[src/sv/lisr_pkg.sv]
// ----------------------------------------------------------------------------
// lisr_pkg
// shared types and constants of the linear interpolation stream resampler
// ----------------------------------------------------------------------------
package lisr_pkg;

  localparam int FRAC_BITS = 16;
  localparam int SAMPLE_W  = 16;
  localparam int STEP_W    = 23;
  // position stays below one sample plus one step
  localparam int POS_W     = STEP_W + 1;
  localparam int DIFF_W    = SAMPLE_W + 1;
  localparam int PROD_W    = DIFF_W + FRAC_BITS + 1;
  localparam int MAX_RUN   = 64;
  localparam int CNT_W     = $clog2(MAX_RUN);
  localparam int Q_DEPTH   = 2;
  localparam int QA_W      = (Q_DEPTH > 1) ? $clog2(Q_DEPTH) : 1;
  localparam int QC_W      = $clog2(Q_DEPTH + 1);

  localparam logic [POS_W-1:0]  ONE_POS    = POS_W'(1) << FRAC_BITS;
  localparam logic [STEP_W-1:0] STEP_RESET = STEP_W'(73881);

  typedef logic signed [SAMPLE_W-1:0] sample_t;

  // one interpolation job: held sample and the sample that follows it
  typedef struct packed {
    sample_t held;
    sample_t fresh;
  } pair_t;

  typedef struct packed {
    logic full;
    logic empty;
  } q_stat_t;

  typedef enum logic [1:0] {
    B_IDLE,
    B_MUL,
    B_EMIT
  } back_state_t;

endpackage

[src/sv/lisr_front.sv]
// ----------------------------------------------------------------------------
// lisr_front
// input side: primes the held sample and turns each later sample into a job
// ----------------------------------------------------------------------------
module lisr_front (
  input  logic              clk,
  input  logic              rst_n,
  input  logic              push,
  output logic              full,
  input  lisr_pkg::sample_t in_source_sample,
  input  lisr_pkg::q_stat_t q_stat,
  output logic              q_push,
  output lisr_pkg::pair_t   q_data
);

  logic              have_held_r;
  logic              have_held_nxt;
  lisr_pkg::sample_t held_r;
  lisr_pkg::sample_t held_nxt;
  logic              accept;

  assign full   = q_stat.full;
  assign accept = push & ~q_stat.full;

  // first sample only primes the store
  assign q_push = accept & have_held_r;
  assign q_data = '{held: held_r, fresh: in_source_sample};

  always_comb begin
    have_held_nxt = have_held_r | accept;
    held_nxt      = accept ? in_source_sample : held_r;
  end

  always_ff @(posedge clk) begin
    if (!rst_n) begin
      have_held_r <= 1'b0;
    end else begin
      have_held_r <= have_held_nxt;
    end
  end

  always_ff @(posedge clk) begin
    held_r <= held_nxt;
  end

endmodule

[src/sv/lisr_queue.sv]
// ----------------------------------------------------------------------------
// lisr_queue
// short job queue between front and back
// ----------------------------------------------------------------------------
module lisr_queue (
  input  logic              clk,
  input  logic              rst_n,
  input  logic              q_push,
  input  lisr_pkg::pair_t   q_data,
  input  logic              q_pop,
  output lisr_pkg::pair_t   q_head,
  output lisr_pkg::q_stat_t q_stat
);

  lisr_pkg::pair_t                 mem_r [lisr_pkg::Q_DEPTH];
  logic [lisr_pkg::QA_W-1:0]       wr_ptr_r;
  logic [lisr_pkg::QA_W-1:0]       wr_ptr_nxt;
  logic [lisr_pkg::QA_W-1:0]       rd_ptr_r;
  logic [lisr_pkg::QA_W-1:0]       rd_ptr_nxt;
  logic [lisr_pkg::QC_W-1:0]       count_r;
  logic [lisr_pkg::QC_W-1:0]       count_nxt;
  logic                            do_push;
  logic                            do_pop;

  assign q_stat  = '{full:  (count_r == lisr_pkg::QC_W'(lisr_pkg::Q_DEPTH)),
                     empty: (count_r == '0)};
  assign do_push = q_push & ~q_stat.full;
  assign do_pop  = q_pop & ~q_stat.empty;
  assign q_head  = mem_r[rd_ptr_r];

  always_comb begin
    wr_ptr_nxt = wr_ptr_r;
    rd_ptr_nxt = rd_ptr_r;
    count_nxt  = count_r;
    if (do_push) begin
      wr_ptr_nxt = (wr_ptr_r == lisr_pkg::QA_W'(lisr_pkg::Q_DEPTH - 1)) ?
                   '0 : wr_ptr_r + lisr_pkg::QA_W'(1);
    end
    if (do_pop) begin
      rd_ptr_nxt = (rd_ptr_r == lisr_pkg::QA_W'(lisr_pkg::Q_DEPTH - 1)) ?
                   '0 : rd_ptr_r + lisr_pkg::QA_W'(1);
    end
    if (do_push && !do_pop) begin
      count_nxt = count_r + lisr_pkg::QC_W'(1);
    end else if (do_pop && !do_push) begin
      count_nxt = count_r - lisr_pkg::QC_W'(1);
    end
  end

  always_ff @(posedge clk) begin
    if (!rst_n) begin
      wr_ptr_r <= '0;
      rd_ptr_r <= '0;
      count_r  <= '0;
    end else begin
      wr_ptr_r <= wr_ptr_nxt;
      rd_ptr_r <= rd_ptr_nxt;
      count_r  <= count_nxt;
    end
  end

  always_ff @(posedge clk) begin
    if (do_push) begin
      mem_r[wr_ptr_r] <= q_data;
    end
  end

endmodule

[src/sv/lisr_back.sv]
// ----------------------------------------------------------------------------
// lisr_back
// back end: walks the output position across one job and emits samples
// ----------------------------------------------------------------------------
module lisr_back (
  input  logic                         clk,
  input  logic                         rst_n,
  input  logic [lisr_pkg::STEP_W-1:0]  step_ratio,
  input  lisr_pkg::pair_t              q_head,
  input  lisr_pkg::q_stat_t            q_stat,
  output logic                         q_pop,
  output logic                         empty,
  input  logic                         pop,
  output lisr_pkg::sample_t            out_sample,
  output logic                         out_last_of_run
);

  lisr_pkg::back_state_t                 state_r;
  lisr_pkg::back_state_t                 state_nxt;
  logic [lisr_pkg::POS_W-1:0]            pos_r;
  logic [lisr_pkg::POS_W-1:0]            pos_nxt;
  logic [lisr_pkg::CNT_W-1:0]            cnt_r;
  logic [lisr_pkg::CNT_W-1:0]            cnt_nxt;
  lisr_pkg::sample_t                     a_r;
  lisr_pkg::sample_t                     a_nxt;
  logic signed [lisr_pkg::DIFF_W-1:0]    diff_r;
  logic signed [lisr_pkg::DIFF_W-1:0]    diff_nxt;
  logic signed [lisr_pkg::PROD_W-1:0]    prod_r;
  logic signed [lisr_pkg::PROD_W-1:0]    prod_nxt;
  logic                                  last_r;
  logic                                  last_nxt;
  logic                                  out_valid_r;
  logic                                  out_valid_nxt;
  lisr_pkg::sample_t                     out_sample_r;
  lisr_pkg::sample_t                     out_sample_nxt;
  logic                                  out_last_r;
  logic                                  out_last_nxt;

  logic [lisr_pkg::FRAC_BITS-1:0]        frac;
  logic [lisr_pkg::POS_W-1:0]            pos_add;
  logic                                  pos_ge;
  logic                                  slot_free;
  logic signed [lisr_pkg::PROD_W-lisr_pkg::FRAC_BITS-1:0] interp;

  assign empty           = ~out_valid_r;
  assign out_sample      = out_sample_r;
  assign out_last_of_run = out_last_r;

  assign frac      = pos_r[lisr_pkg::FRAC_BITS-1:0];
  assign pos_add   = pos_r + lisr_pkg::POS_W'(step_ratio);
  assign pos_ge    = (pos_add >= lisr_pkg::ONE_POS);
  assign slot_free = ~out_valid_r | pop;

  // a + floor((b - a) * frac / one)
  assign interp = prod_r[lisr_pkg::PROD_W-1:lisr_pkg::FRAC_BITS] +
                  (lisr_pkg::PROD_W - lisr_pkg::FRAC_BITS)'(a_r);

  always_comb begin
    state_nxt      = state_r;
    pos_nxt        = pos_r;
    cnt_nxt        = cnt_r;
    a_nxt          = a_r;
    diff_nxt       = diff_r;
    prod_nxt       = prod_r;
    last_nxt       = last_r;
    q_pop          = 1'b0;
    out_valid_nxt  = out_valid_r & ~pop;
    out_sample_nxt = out_sample_r;
    out_last_nxt   = out_last_r;
    case (state_r)
      lisr_pkg::B_IDLE: begin
        if (!q_stat.empty) begin
          q_pop = 1'b1;
          if (pos_r >= lisr_pkg::ONE_POS) begin
            // nothing due before the new sample
            pos_nxt = pos_r - lisr_pkg::ONE_POS;
          end else begin
            a_nxt     = q_head.held;
            diff_nxt  = lisr_pkg::DIFF_W'(q_head.fresh) - lisr_pkg::DIFF_W'(q_head.held);
            cnt_nxt   = '0;
            state_nxt = lisr_pkg::B_MUL;
          end
        end
      end
      lisr_pkg::B_MUL: begin
        prod_nxt = lisr_pkg::PROD_W'(diff_r * $signed({1'b0, frac}));
        last_nxt = pos_ge | (cnt_r == lisr_pkg::CNT_W'(lisr_pkg::MAX_RUN - 1));
        cnt_nxt  = cnt_r + lisr_pkg::CNT_W'(1);
        if (pos_ge) begin
          pos_nxt = last_nxt ? pos_add - lisr_pkg::ONE_POS : pos_add;
        end else begin
          // run cut short: position clamps to zero
          pos_nxt = last_nxt ? '0 : pos_add;
        end
        state_nxt = lisr_pkg::B_EMIT;
      end
      lisr_pkg::B_EMIT: begin
        if (slot_free) begin
          out_valid_nxt  = 1'b1;
          out_sample_nxt = interp[lisr_pkg::SAMPLE_W-1:0];
          out_last_nxt   = last_r;
          state_nxt      = last_r ? lisr_pkg::B_IDLE : lisr_pkg::B_MUL;
        end
      end
      default: begin
        state_nxt = lisr_pkg::B_IDLE;
      end
    endcase
  end

  always_ff @(posedge clk) begin
    if (!rst_n) begin
      state_r     <= lisr_pkg::B_IDLE;
      pos_r       <= '0;
      cnt_r       <= '0;
      out_valid_r <= 1'b0;
    end else begin
      state_r     <= state_nxt;
      pos_r       <= pos_nxt;
      cnt_r       <= cnt_nxt;
      out_valid_r <= out_valid_nxt;
    end
  end

  always_ff @(posedge clk) begin
    a_r          <= a_nxt;
    diff_r       <= diff_nxt;
    prod_r       <= prod_nxt;
    last_r       <= last_nxt;
    out_sample_r <= out_sample_nxt;
    out_last_r   <= out_last_nxt;
  end

endmodule

[src/sv/linear_interp_stream_resampler.sv]
// ----------------------------------------------------------------------------
// linear_interp_stream_resampler
// linear interpolation resampler with a 7.16 source-per-output step
// ----------------------------------------------------------------------------
// Source samples go in through push/full and interpolated samples come out
// through empty/pop, oldest first. The first sample after reset only primes
// the held sample. Each later sample b, with held sample a, yields every output
// whose position lies before b, as a + floor((b - a) * frac / 65536), then the
// position drops by one sample; out_last_of_run marks the last output of a
// run, and a run stops after 64 outputs. Flow: a sample enters a two-entry
// job queue; the back end pops a job in its idle state, then for each output
// steps through a multiply state and a state that loads the output register,
// and takes no new job until the run ends. A sample giving no outputs is
// popped in the idle state while the position drops by one sample. A waiting
// result holds the back end only when the output register is still full.
// The user must see that cfg_step_ratio is written with cfg_we while the
// block is idle; the block itself does not enforce this.
// ----------------------------------------------------------------------------
module linear_interp_stream_resampler (
  input  logic                         clk,
  input  logic                         rst_n,
  // input queue side
  input  logic                         push,
  output logic                         full,
  input  lisr_pkg::sample_t            in_source_sample,
  // result queue side
  output logic                         empty,
  input  logic                         pop,
  output lisr_pkg::sample_t            out_sample,
  output logic                         out_last_of_run,
  // step register
  input  logic                         cfg_we,
  input  logic [lisr_pkg::STEP_W-1:0]  cfg_step_ratio
);

  logic [lisr_pkg::STEP_W-1:0] step_r;
  logic [lisr_pkg::STEP_W-1:0] step_nxt;
  lisr_pkg::q_stat_t           q_stat;
  lisr_pkg::pair_t             q_data;
  lisr_pkg::pair_t             q_head;
  logic                        q_push;
  logic                        q_pop;

  // step register, reset to 49716 Hz into 44100 Hz
  assign step_nxt = cfg_we ? cfg_step_ratio : step_r;

  always_ff @(posedge clk) begin
    if (!rst_n) begin
      step_r <= lisr_pkg::STEP_RESET;
    end else begin
      step_r <= step_nxt;
    end
  end

  // front: priming and job build
  lisr_front u_front (
    .clk              (clk),
    .rst_n            (rst_n),
    .push             (push),
    .full             (full),
    .in_source_sample (in_source_sample),
    .q_stat           (q_stat),
    .q_push           (q_push),
    .q_data           (q_data)
  );

  // job queue decouples the input transfer from the output walk
  lisr_queue u_queue (
    .clk    (clk),
    .rst_n  (rst_n),
    .q_push (q_push),
    .q_data (q_data),
    .q_pop  (q_pop),
    .q_head (q_head),
    .q_stat (q_stat)
  );

  // back: position walk, multiply and output register
  lisr_back u_back (
    .clk             (clk),
    .rst_n           (rst_n),
    .step_ratio      (step_r),
    .q_head          (q_head),
    .q_stat          (q_stat),
    .q_pop           (q_pop),
    .empty           (empty),
    .pop             (pop),
    .out_sample      (out_sample),
    .out_last_of_run (out_last_of_run)
  );

endmodule
[config.mk]
export PLATFORM = sky130hd
export DESIGN_NAME = linear_interp_stream_resampler
export DESIGN_NICKNAME = d
export VERILOG_FILES = /design/src/sv/lisr_pkg.sv /design/src/sv/lisr_front.sv /design/src/sv/lisr_queue.sv /design/src/sv/lisr_back.sv /design/src/sv/linear_interp_stream_resampler.sv
export SDC_FILE = /design/constraint.sdc
export NUM_CORES = 1
export LEC_CHECK = 0
export ABC_AREA = 1
export ABC_CLOCK_PERIOD_IN_PS = 6250
export BUFFER_PORTS_ARGS = -buffer_cell sky130_fd_sc_hd__clkbuf_2
export CAP_MARGIN = 30
export CORE_UTILIZATION = 50
export CTS_CLUSTER_DIAMETER = 50
export DETAILED_ROUTE_END_ITERATION = 16
export GPL_TIMING_DRIVEN = 0
export HOLD_SLACK_MARGIN = 0.1
export PLACE_DENSITY = 0.69
export SYNTH_ARGS = -nofsm -noshare
export SYNTH_HDL_FRONTEND = slang
export SYNTH_SLANG_ARGS = --single-unit
[constraint.sdc]
create_clock -name clk -period 6.25 [get_ports clk]
set_input_delay 0.9375 -clock clk [delete_from_list [all_inputs] [get_ports clk]]
set_output_delay 0.9375 -clock clk [all_outputs]
set_load 0.05 [all_outputs]
==> results.toml, run 1 <==
[yosys]
syn-cell-area_um2 = 21140
synthDistinctLibCells = 46
synth-adder-area-share = 0.3373
avgSynthCellArea_um2 = 8.489
synth_seq_cells = 209
synth-compound-area-share = 0.06002
synth_xor_area_frac = 0.02983
synth-edff-count = 147
synthMuxAreaShare = 0.008465
ys.warnings.count = 0
syn_nets = 2943
synth-simple-area-share = 0.1662
synth_top_family_by_area = "adder cells"
synthFlopType = "edfxtp_1"
synth_cells = 2490
async_reset_ff_frac = 0
yosysSeqAreaShare = 0.2676

[place]
placed_cell_area_um2 = 22150
gp_congestion = 0.9217
dp_slack_ns = -1.489
placed_cells = 3084
numPortBuffers = 61
hpwl_um = 40900

[global_route]
grt_overflow = 0
grt_first_pass_wirelength_um = 83040
grt_max_degree = 34
grt_pass1_vias = 16484
grt_usage = 0.2434
grt_antenna_before_repair = 0

[job]
drv_cap = 0

[floorplanning]
ios = 63
fp-row-count = 74
fp.dieH_um = 207.6
die_area_um2 = 43100
fp.dieW_um = 207.6
initial_utilization = 0.5118
coreArea_um2 = 41290

[drt]
vias = 16042
routed_wl_um = 50760
ant_nets = 0
first_iter_violations = 1067
wl_per_cell_um = 16.13
drt-pass1-iter-count = 7
vias_per_cell = 5.099
drc_errors = 0

[layout]
finish.utilization = 0.5694
drive_gt1_frac = 0.1167
multi_input_area_um2 = 12910
nFillCells = 3757
area_growth_pct = 11.25
final_net_count = 3051
stdcell_count = 3146
diodes = 0
finalInstanceArea_um2 = 23510
regArea_um2 = 5655

[min_path]
hp-class = "flop to flop"

[sta]
whs_ns = 0.4461
final.period_utilization = 0.9770
slew_headroom = 0.3606
period_needed_ns = 6.106
max_freq_ghz = 0.1638
worst_slack_ns = 0.1439
hold_viol_final = 0
fin_tns_setup_ns = 0
final_max_slew_viol_count = 0
finClkSkew_ns = 0.01431
tightest_slew_ns = 0.9540
finalSetupViolCount = 0

[clocking]
cts_tree = "yes"
numCtsBuffers = 22
root_buffer = "clkbuf_16"
clkLatencyLatePin_ns = 0.52
clock-sinks = 209
ctsHoldBuffers = 0
cts_buffer_depth = 3
clk_pin_slew_ns = 0.06
h-tree-depth = 1

[setup_path]
critPathLaunchType = "flop"
path_class = "flop to flop"
cp-end-kind = "flop"
cp.arrival_ns = 6.38
crit_fanout = 10
worstPathRequired_ns = 6.53

[power]
seqPwrFrac = 0.228
p_per_area_nw_per_um2 = 404.0
p_total_mw = 9.499
leakagePower_nw = 12.45
switching_share = 0.4763
power_frac_comb = 0.626
p_clk_frac = 0.147
p_switching_mw = 4.524
irDropWorstVdd_uv = 325.1
power.internal_mw = 4.975

[outcome]
status = "completed"
[layout by cell type (no fill, tap or decap), drive strengths merged, types with 5 or more instances in the layout]
master / n
clkbuf: 135
a21oi: 113
inv: 646
o21ai: 88
clkinv: 5
dfxtp: 62
nand2: 592
nor3: 13
fa: 268
mux2: 15
xor2: 46
ha: 141
nand3: 70
xnor2: 26
nand3b: 5
a211oi: 5
nand4: 18
edfxtp: 147
buf: 62
nor2: 123
[registers in the layout, summed over array words and instances (netlist names), 2 cells and up, named ones only]
register,flops
u_back.pos_r,24
u_back.prod_r,16
u_back.a_r,16
u_back.out_sample,16
u_back.state_r,2
step_r,23
u_back.diff_r,17
u_front.held_r,16
u_back.cnt_r,6
u_queue.count_r,2
u_queue.mem_r,64
[final timing paths]
kind,endpoint,depth (start not counted),slack [ns],startpoint
min,u_queue.mem_r[1][16],0,0.45,u_front.held_r[0]
max reg2reg,u_back.prod_r[27],26,0.14,u_back.diff_r[7]
max,u_back.prod_r[27],26,0.14,u_back.diff_r[7]
min reg2reg,u_queue.mem_r[1][16],0,0.45,u_front.held_r[0]
[critical path: stages (launching register included)]
cell and delay, ns:
edfxtp_1 0.57, buf_6 0.23, nand2_1 0.07, inv_1 0.05, fa_1 0.48, inv_1 0.05
fa_1 0.47, fa_1 0.52, fa_1 0.55, inv_1 0.05, fa_1 0.46, fa_1 0.55
ha_4 0.22, a21oi_1 0.14, nor2_1 0.07, a211oi_2 0.17, o21ai_1 0.11, a21oi_2 0.13
buf_6 0.15, o21ai_4 0.06, nand2_1 0.11, nand2_2 0.09, buf_4 0.15, buf_4 0.12
nand3_1 0.06, nand2_1 0.07, xor2_1 0.15
[kinds of logic after synthesis]
| group | count (synthesis) |
|---|---|
| buffers and inverters | 728 |
| AO/OA/AOI/OAI | 230 |
| adder cells (fa/ha/maj) | 409 |
| XOR/XNOR | 72 |
| flip-flops | 209 |
| AND/OR/NAND/NOR | 826 |
| multiplexers | 16 |
[cell usage after synthesis (4+ instances only)]
library cell,instances,share of area
a211oi_1,5,0.0018
a21oi_1,102,0.024
a21oi_2,11,0.0046
buf_1,11,0.0020
clkbuf_1,71,0.013
dfxtp_1,62,0.059
edfxtp_1,147,0.21
fa_1,268,0.25
ha_1,141,0.083
inv_1,638,0.11
inv_2,5,0.00089
mux2_2,15,0.0080
nand2_1,563,0.10
nand2_2,26,0.0077
nand3_1,61,0.014
nand3_2,7,0.0033
nand3b_1,5,0.0018
nand4_1,16,0.0047
nor2_1,106,0.019
nor2_2,11,0.0033
nor2_4,6,0.0032
nor3_1,13,0.0031
o21a_1,4,0.0014
o21ai_0,88,0.021
o21bai_1,4,0.0014
o31ai_1,4,0.0014
xnor2_1,26,0.011
xor2_1,46,0.019
[repair_timing]
| item | in CTS | in global routing |
|---|---|---|
| hold endpoints to repair | 0 | 0 |
| resized for setup | 80 | 71 |
| endpoints found under the setup margin | 16 | 13 |
| pin swaps | 1 | 14 |
| setup buffers | 17 | 21 |
[per-layer routing]
| layer | GRT usage | wire, um | up-vias | share of wire |
|---|---|---|---|---|
| met5 | 0 | 0 | - | 0 |
| met4 | 0.07591 | 1560 | 0 | 0.031 |
| met3 | 0.03222 | 3204 | 103 | 0.063 |
| met2 | 0.4140 | 24230 | 467 | 0.48 |
| met1 | 0.3228 | 21760 | 7757 | 0.43 |
| li1 | - | - | 7715 | - |
[cell type report]
cell class	instances	area share
buffer	69	0.01990
inverter	643	0.1026
clock inverter	12	0.007822
tap	532	0.02831
timing repair buffer	100	0.02639
multi-input combinational	1553	0.5491
sequential	209	0.2405
clock buffer	28	0.02528
[power by group through the flow]
stage	Sequential (mW)	Combinational (mW)	Clock, mW
2_1_floorplan	2.13	4.16	0
3_3_place_gp	2.13	5.56	0
3_5_place_dp	2.13	5.73	0
4_1_cts	2.14	5.84	1.43
5_1_grt	2.18	6.77	1.47
6_report	2.16	5.95	1.39
No activity file was read; power rests on OpenSTA's default activity.
==> inputs of run 2 (changes only) <==
--- a/config.mk
+++ b/config.mk
@@ -5,7 +5,6 @@
 export SDC_FILE = /design/constraint.sdc
 export NUM_CORES = 1
 export LEC_CHECK = 0
-export ABC_AREA = 1
 export ABC_CLOCK_PERIOD_IN_PS = 6250
 export BUFFER_PORTS_ARGS = -buffer_cell sky130_fd_sc_hd__clkbuf_2
 export CAP_MARGIN = 30
==> run 2 against run 1 <==
  * The run now ends with negative setup slack left
  * Maximum frequency shrank 3.1%
  * Wire length shrank 7.4%
  * Cell area shrank 3.8%
  * Hold slack lost 0.0029 ns
  * Combinational power shrank 6.1%
  * Highest routed layer is now met5
==> results.toml, run 2 <==
[setup_path]
path_class = "flop to flop"
worst_path_max_delay_cell = "edfxtp_1"
cp.arrival_ns = 6.59
crit_top_cell = "fa_1"
cp-end-kind = "flop"
worstPathRequired_ns = 6.54
critPathLaunchType = "flop"
critPathBufInv = 9
crit_fanout = 5
rr_startpoint = "u_back.diff_r[4]"
path_delay_family = "adder cells"
crit_start = "u_back.diff_r[4]"
slowest_delay_ns = 0.53

[sta]
hold_viol_final = 0
finalSetupViolCount = 2
final_max_slew_viol_count = 0
rsz0062_at_grt = "yes"
worst_slack_ns = -0.05455
fin_tns_setup_ns = -0.09461
tightest_slew_ns = 0.9379
period_needed_ns = 6.305
whs_ns = 0.4433
finClkSkew_ns = 0.01388
final.period_utilization = 1.009
slew_headroom = 0.3719
max_freq_ghz = 0.1586

[clocking]
cts_tree = "yes"
ctsHoldBuffers = 0
clk_pin_slew_ns = 0.06
clock-sinks = 209
numCtsBuffers = 24
h-tree-depth = 1
clkLatencyLatePin_ns = 0.54
root_buffer = "clkbuf_16"
cts_buffer_depth = 3

[layout]
diodes = 0
largest_register_ffs = 64
regArea_um2 = 5659
layout_commonest_cell = "inv_1"
multi_input_area_um2 = 12820
area_growth_pct = 13.18
finish.utilization = 0.5801
top_regs = "u_queue.mem_r: 64 flops, u_back.pos_r: 24 flops, step_r: 23 flops"
regMostFlops = "u_queue.mem_r"
nFillCells = 3289
final_net_count = 2591
final_cell_mix = "inv_1 (365), fa_1 (261), nand2_1 (199)"
drive_gt1_frac = 0.1295

[power]
p_per_area_nw_per_um2 = 410.6
leakagePower_nw = 10.61
irDropWorstVdd_uv = 301.7

[drt]
first_iter_violations = 1055
drt-pass1-iter-count = 6
drc_errors = 0
ant_nets = 0
routed_wl_um = 47000
vias = 14388
vias_per_cell = 5.383
wl_per_cell_um = 17.58

[global_route]
grt_first_pass_wirelength_um = 78110
grt_pass1_vias = 15244
grt_usage = 0.2436
grt_overflow = 0
grt_antenna_before_repair = 3
grt_max_degree = 34

[min_path]
min-delay-start = "u_front.held_r[2]"
hp-class = "flop to flop"

[floorplanning]
fp.dieW_um = 202.0
die_area_um2 = 40790
initial_utilization = 0.5126
fp.dieH_um = 202.0
fp-row-count = 72
ios = 63
coreArea_um2 = 39010

[yosys]
synth_most_common_cell = "inv_1"
async_reset_ff_frac = 0
yosysSeqAreaShare = 0.2829
synth-edff-count = 147
synth_cells = 2005
synth.largest_area_cell = "fa_1"
synth_seq_cells = 209
syn-cell-area_um2 = 19990
yosysTopAreaCellShare = 0.2683
synthFlopType = "edfxtp_1"
syn_nets = 2458
avgSynthCellArea_um2 = 9.972
synth_area_leaders = "fa_1 (27%), edfxtp_1 (22%), ha_1 (8.8%)"
synthDistinctLibCells = 70
ys_top_cells_by_count = "inv_1 (381), fa_1 (268), nand2_1 (201)"
ys.warnings.count = 0

[outcome]
status = "finished, violations left"
violations = "negative setup slack"

[job]
drv_cap = 0

[place]
hpwl_um = 36530
gp_congestion = 0.8943
numPortBuffers = 61
run 2: kinds of logic (layout without fill, tap and decap cells):
group                    Yosys count  in the layout  share of synthesized area
AND/OR/NAND/NOR                  571            571                     0.1391
buffers and inverters            452            602                    0.08548
adder cells (fa/ha/maj)          409            409                     0.3566
AO/OA/AOI/OAI                    233            233                    0.07409
flip-flops                       209            209                     0.2829
XOR/XNOR                          74             74                    0.03242
multiplexers                      57             57                    0.02947
run 2: stage by stage:
stage / cell area (um^2) / cells / setup WS, ns / power [mW]
6_report: 22630 / 2673 / -0.05455 / 9.291
5_1_grt: 22630 / 2673 / -0.2263 / 10.16
4_1_cts: 22480 / 2664 / 0.0003575 / 9.150
3_5_place_dp: 20990 / 2585 / -1.527 / 7.306
3_3_place_gp: 20950 / 2584 / -1.409 / 7.146
2_1_floorplan: 20000 / 2005 / 0.02447 / 5.929
run 2: routing by layer:
layer	up-vias	routed length, um	GRT usage
met1	7127	19600	0.3190
met2	451	22690	0.4076
li1	6694	-	-
met3	112	2944	0.03644
met4	4	1724	0.09443
met5	-	29	0
run 2: worst paths after layout:
kind | end | slack, ns | cells after the start
hold / removal | u_queue.mem_r[0][18] | 0.44 | 0
setup reg to reg | u_back.prod_r[25] | -0.05 | 26
hold reg to reg | u_queue.mem_r[0][18] | 0.44 | 0
setup / recovery | u_back.prod_r[25] | -0.05 | 26
run 2: worst register-to-register path: stages, from the launching register on:
cell and delay (ns):
edfxtp_1 0.53, clkbuf_8 0.22, buf_4 0.10, buf_4 0.13
nand2_1 0.07, fa_1 0.48, inv_1 0.05, fa_1 0.40
inv_2 0.07, fa_1 0.42, inv_2 0.07, fa_1 0.42
fa_1 0.50, inv_1 0.05, fa_1 0.49, inv_2 0.05
ha_4 0.23, a21o_1 0.19, a21o_1 0.17, a221o_1 0.35
a21oi_4 0.15, buf_12 0.13, o211ai_1 0.13, a31oi_1 0.25
o21bai_1 0.13, a21oi_1 0.21, xnor2_1 0.08
run 2: cell type report:
type,instances,area share
clock inverters,17,0.009455
well taps,518,0.02864
flip-flops and latches,209,0.2501
repair buffers,110,0.03179
clock buffers,26,0.02781
multi-input cells,1344,0.5663
plain buffers,68,0.02250
inverters,381,0.06336
run 2: report_power, final:
group,leakage [nW],switching [mW],internal (mW)
Combinational,8.33,3.27,2.32
Sequential,1.86,0.259,1.97
Clock,0.414,0.605,0.872
run 2: timing repair:
action                     in CTS  in global routing
pin swaps                      20                 26
setup endpoints to repair      15                 10
gates resized for setup       121                 44
buffers inserted               38                 11
gates cloned                    0                  0
==> inputs of run 3 (changes only) <==
--- a/config.mk
+++ b/config.mk
@@ -9,10 +9,12 @@
 export BUFFER_PORTS_ARGS = -buffer_cell sky130_fd_sc_hd__clkbuf_2
 export CAP_MARGIN = 30
 export CORE_UTILIZATION = 50
+export CTS_BUF_LIST = sky130_fd_sc_hd__clkbuf_8
 export CTS_CLUSTER_DIAMETER = 50
 export DETAILED_ROUTE_END_ITERATION = 16
 export GPL_TIMING_DRIVEN = 0
 export HOLD_SLACK_MARGIN = 0.1
+export MAX_ROUTING_LAYER = met4
 export PLACE_DENSITY = 0.69
 export SYNTH_ARGS = -nofsm -noshare
 export SYNTH_HDL_FRONTEND = slang
==> run 3 against run 2 <==
  * The flow still finishes with violations (negative setup slack)
  * Sequential share of layout area grew 0.14 points
  * Critical path depth shrank 3
  * Cell area shrank 0.53%
  * Clock skew grew 0.014 ns
  * Cell count grew 0.49%
  * Largest cell class unchanged
  * Largest power group unchanged
==> results.toml, run 3 (same netlist as run 2, synthesis figures left out) <==
[outcome]
status = "finished, violations left"
violations = "negative setup slack"

[setup_path]
crit_fanout = 5
worst_path_max_delay_cell = "fa_1"
rr_startpoint = "u_back.diff_r[7]"
rrSetupSlack_ns = -0.09
slowest_delay_ns = 0.58
r2r_cells = 23
critPathBufInv = 6
cp_cell_sequence = "buf_6 > buf_6 > and2_4 > fa_1 > inv_2 > fa_2 > fa_1 > fa_1 > inv_2 > fa_1 > fa_1 > ha_4 > a21o_1 > nor2b_4 > a221o_1 > a21oi_4 > buf_12 > buf_12 > o21ai_4 > a31oi_4 > nand2b_4 > a21oi_2 > xnor2_1"
cp-end-kind = "flop"
critPathLaunchType = "flop"
worstPathRequired_ns = 6.54
path_delay_family = "adder cells"
path_class = "flop to flop"
r2r-end = "u_back.prod_r[29]"
crit_top_cell = "fa_1"
cp.arrival_ns = 6.63

[power]
leakagePower_nw = 10.58
irDropWorstVdd_uv = 241.1
p_per_area_nw_per_um2 = 404.4

[floorplanning]
fp.dieW_um = 202.0
die_area_um2 = 40790
ios = 63
fp.dieH_um = 202.0
coreArea_um2 = 39010
fp-row-count = 72
initial_utilization = 0.5126

[layout]
layout_commonest_cell = "inv_1"
diodes = 0
final_cell_mix = "inv_1 (384), fa_1 (259), nand2_1 (200)"
top_regs = "u_queue.mem_r: 64 flops, u_back.pos_r: 24 flops, step_r: 23 flops"
multi_input_area_um2 = 12860
final_net_count = 2597
area_growth_pct = 12.58
largest_register_ffs = 64
regMostFlops = "u_queue.mem_r"
nFillCells = 3350
drive_gt1_frac = 0.1296
regArea_um2 = 5662
finish.utilization = 0.5770
finalInstanceArea_um2 = 22510

[global_route]
grt_pass1_vias = 15009
grt_util_met1 = 0.3212
grt_antenna_before_repair = 1
grt_max_degree = 34
grt_overflow = 0
grt_usage = 0.2491
grt_busiest_layer = "met2"
gr-usage-met2 = 0.4095
grt_first_pass_wirelength_um = 77220
met3_usage = 0.03096

[sta]
rsz0062_at_grt = "yes"
finClkSkew_ns = 0.02798
hold_viol_final = 0
finalSetupViolCount = 5
slew_headroom = 0.3772
final.period_utilization = 1.014
max_freq_ghz = 0.1578
period_needed_ns = 6.335
worst_slack_ns = -0.08528
tightest_slew_ns = 0.9300
final_max_slew_viol_count = 0
fin_tns_setup_ns = -0.2880

[min_path]
hold_depth = 0
hp-class = "flop to flop"
min-delay-start = "u_front.held_r[2]"
min_to = "u_queue.mem_r[0][18]"

[drt]
vias_per_cell = 5.293
drc_errors = 0
drt-pass1-iter-count = 5
first_iter_violations = 974
vias = 14218
wl_per_cell_um = 17.69
ant_nets = 0
routed_wl_um = 47500

[clocking]
ctsHoldBuffers = 0
clock-sinks = 209
clk_pin_slew_ns = 0.06
cts_tree = "yes"
root_buffer = "clkbuf_8"
numCtsBuffers = 37
clkLatencyLatePin_ns = 0.56
h-tree-depth = 2
cts_buffer_depth = 3

[job]
drv_cap = 0

[place]
dp_slack_ns = -1.531
placed_cell_area_um2 = 20990
numPortBuffers = 61
gp_congestion = 0.9545
hpwl_um = 36900
run 3: routing by layer:
metal	up-vias	share of wire
met1	7057	0.44
met4	0	0.032
li1	6696	-
met5	-	0
met2	374	0.48
met3	91	0.053
run 3: worst max path at each step:
| stage | startpoint | endpoint | slack [ns] | cells after the start |
|---|---|---|---|---|
| final | u_back.diff_r[7] | u_back.prod_r[29] | -0.09 | 23 |
| after global routing | u_back.diff_r[7] | u_back.prod_r[24] | -0.24 | 22 |
| after CTS | u_back.diff_r[9] | u_back.prod_r[25] | -0.04 | 22 |
| after detailed placement | u_back.pos_r[4] | u_back.prod_r[31] | -1.53 | 22 |
| after global placement | u_back.pos_r[4] | u_back.prod_r[31] | -1.46 | 22 |
| after floorplan | u_back.pos_r[3] | u_back.prod_r[31] | 0.02 | 22 |
run 3: power breakdown:
part           internal [mW]  leakage (nW)  switching (mW)
sequential              1.97          1.86           0.250
combinational           2.31          8.31            3.31
clock                  0.697         0.416           0.570
run 3: final cells by class:
| type | count | share of cell area |
|---|---|---|
| clock buffer | 38 | 0.02324 |
| timing repair buffer | 101 | 0.02968 |
| buffer | 70 | 0.02235 |
| sequential | 209 | 0.2515 |
| multi-input combinational | 1344 | 0.5715 |
| inverter | 381 | 0.06370 |
| clock inverter | 25 | 0.009172 |
| tap | 518 | 0.02879 |
run 3: through the flow:
stage	std cells	power, mW	hold WS (ns)
floorplan	2005	5.929	0.4208
detailed placement	2585	7.311	0.4330
global placement	2584	7.154	0.4251
finish	2686	9.102	0.4401
global route	2686	9.971	0.4503
CTS	2678	8.954	0.4428
run 3: repair_timing:
item,4_1_cts,5_1_grt
buffers inserted,31,9
endpoints found under the setup margin,16,11
pin swaps,13,29
resized for setup,113,57
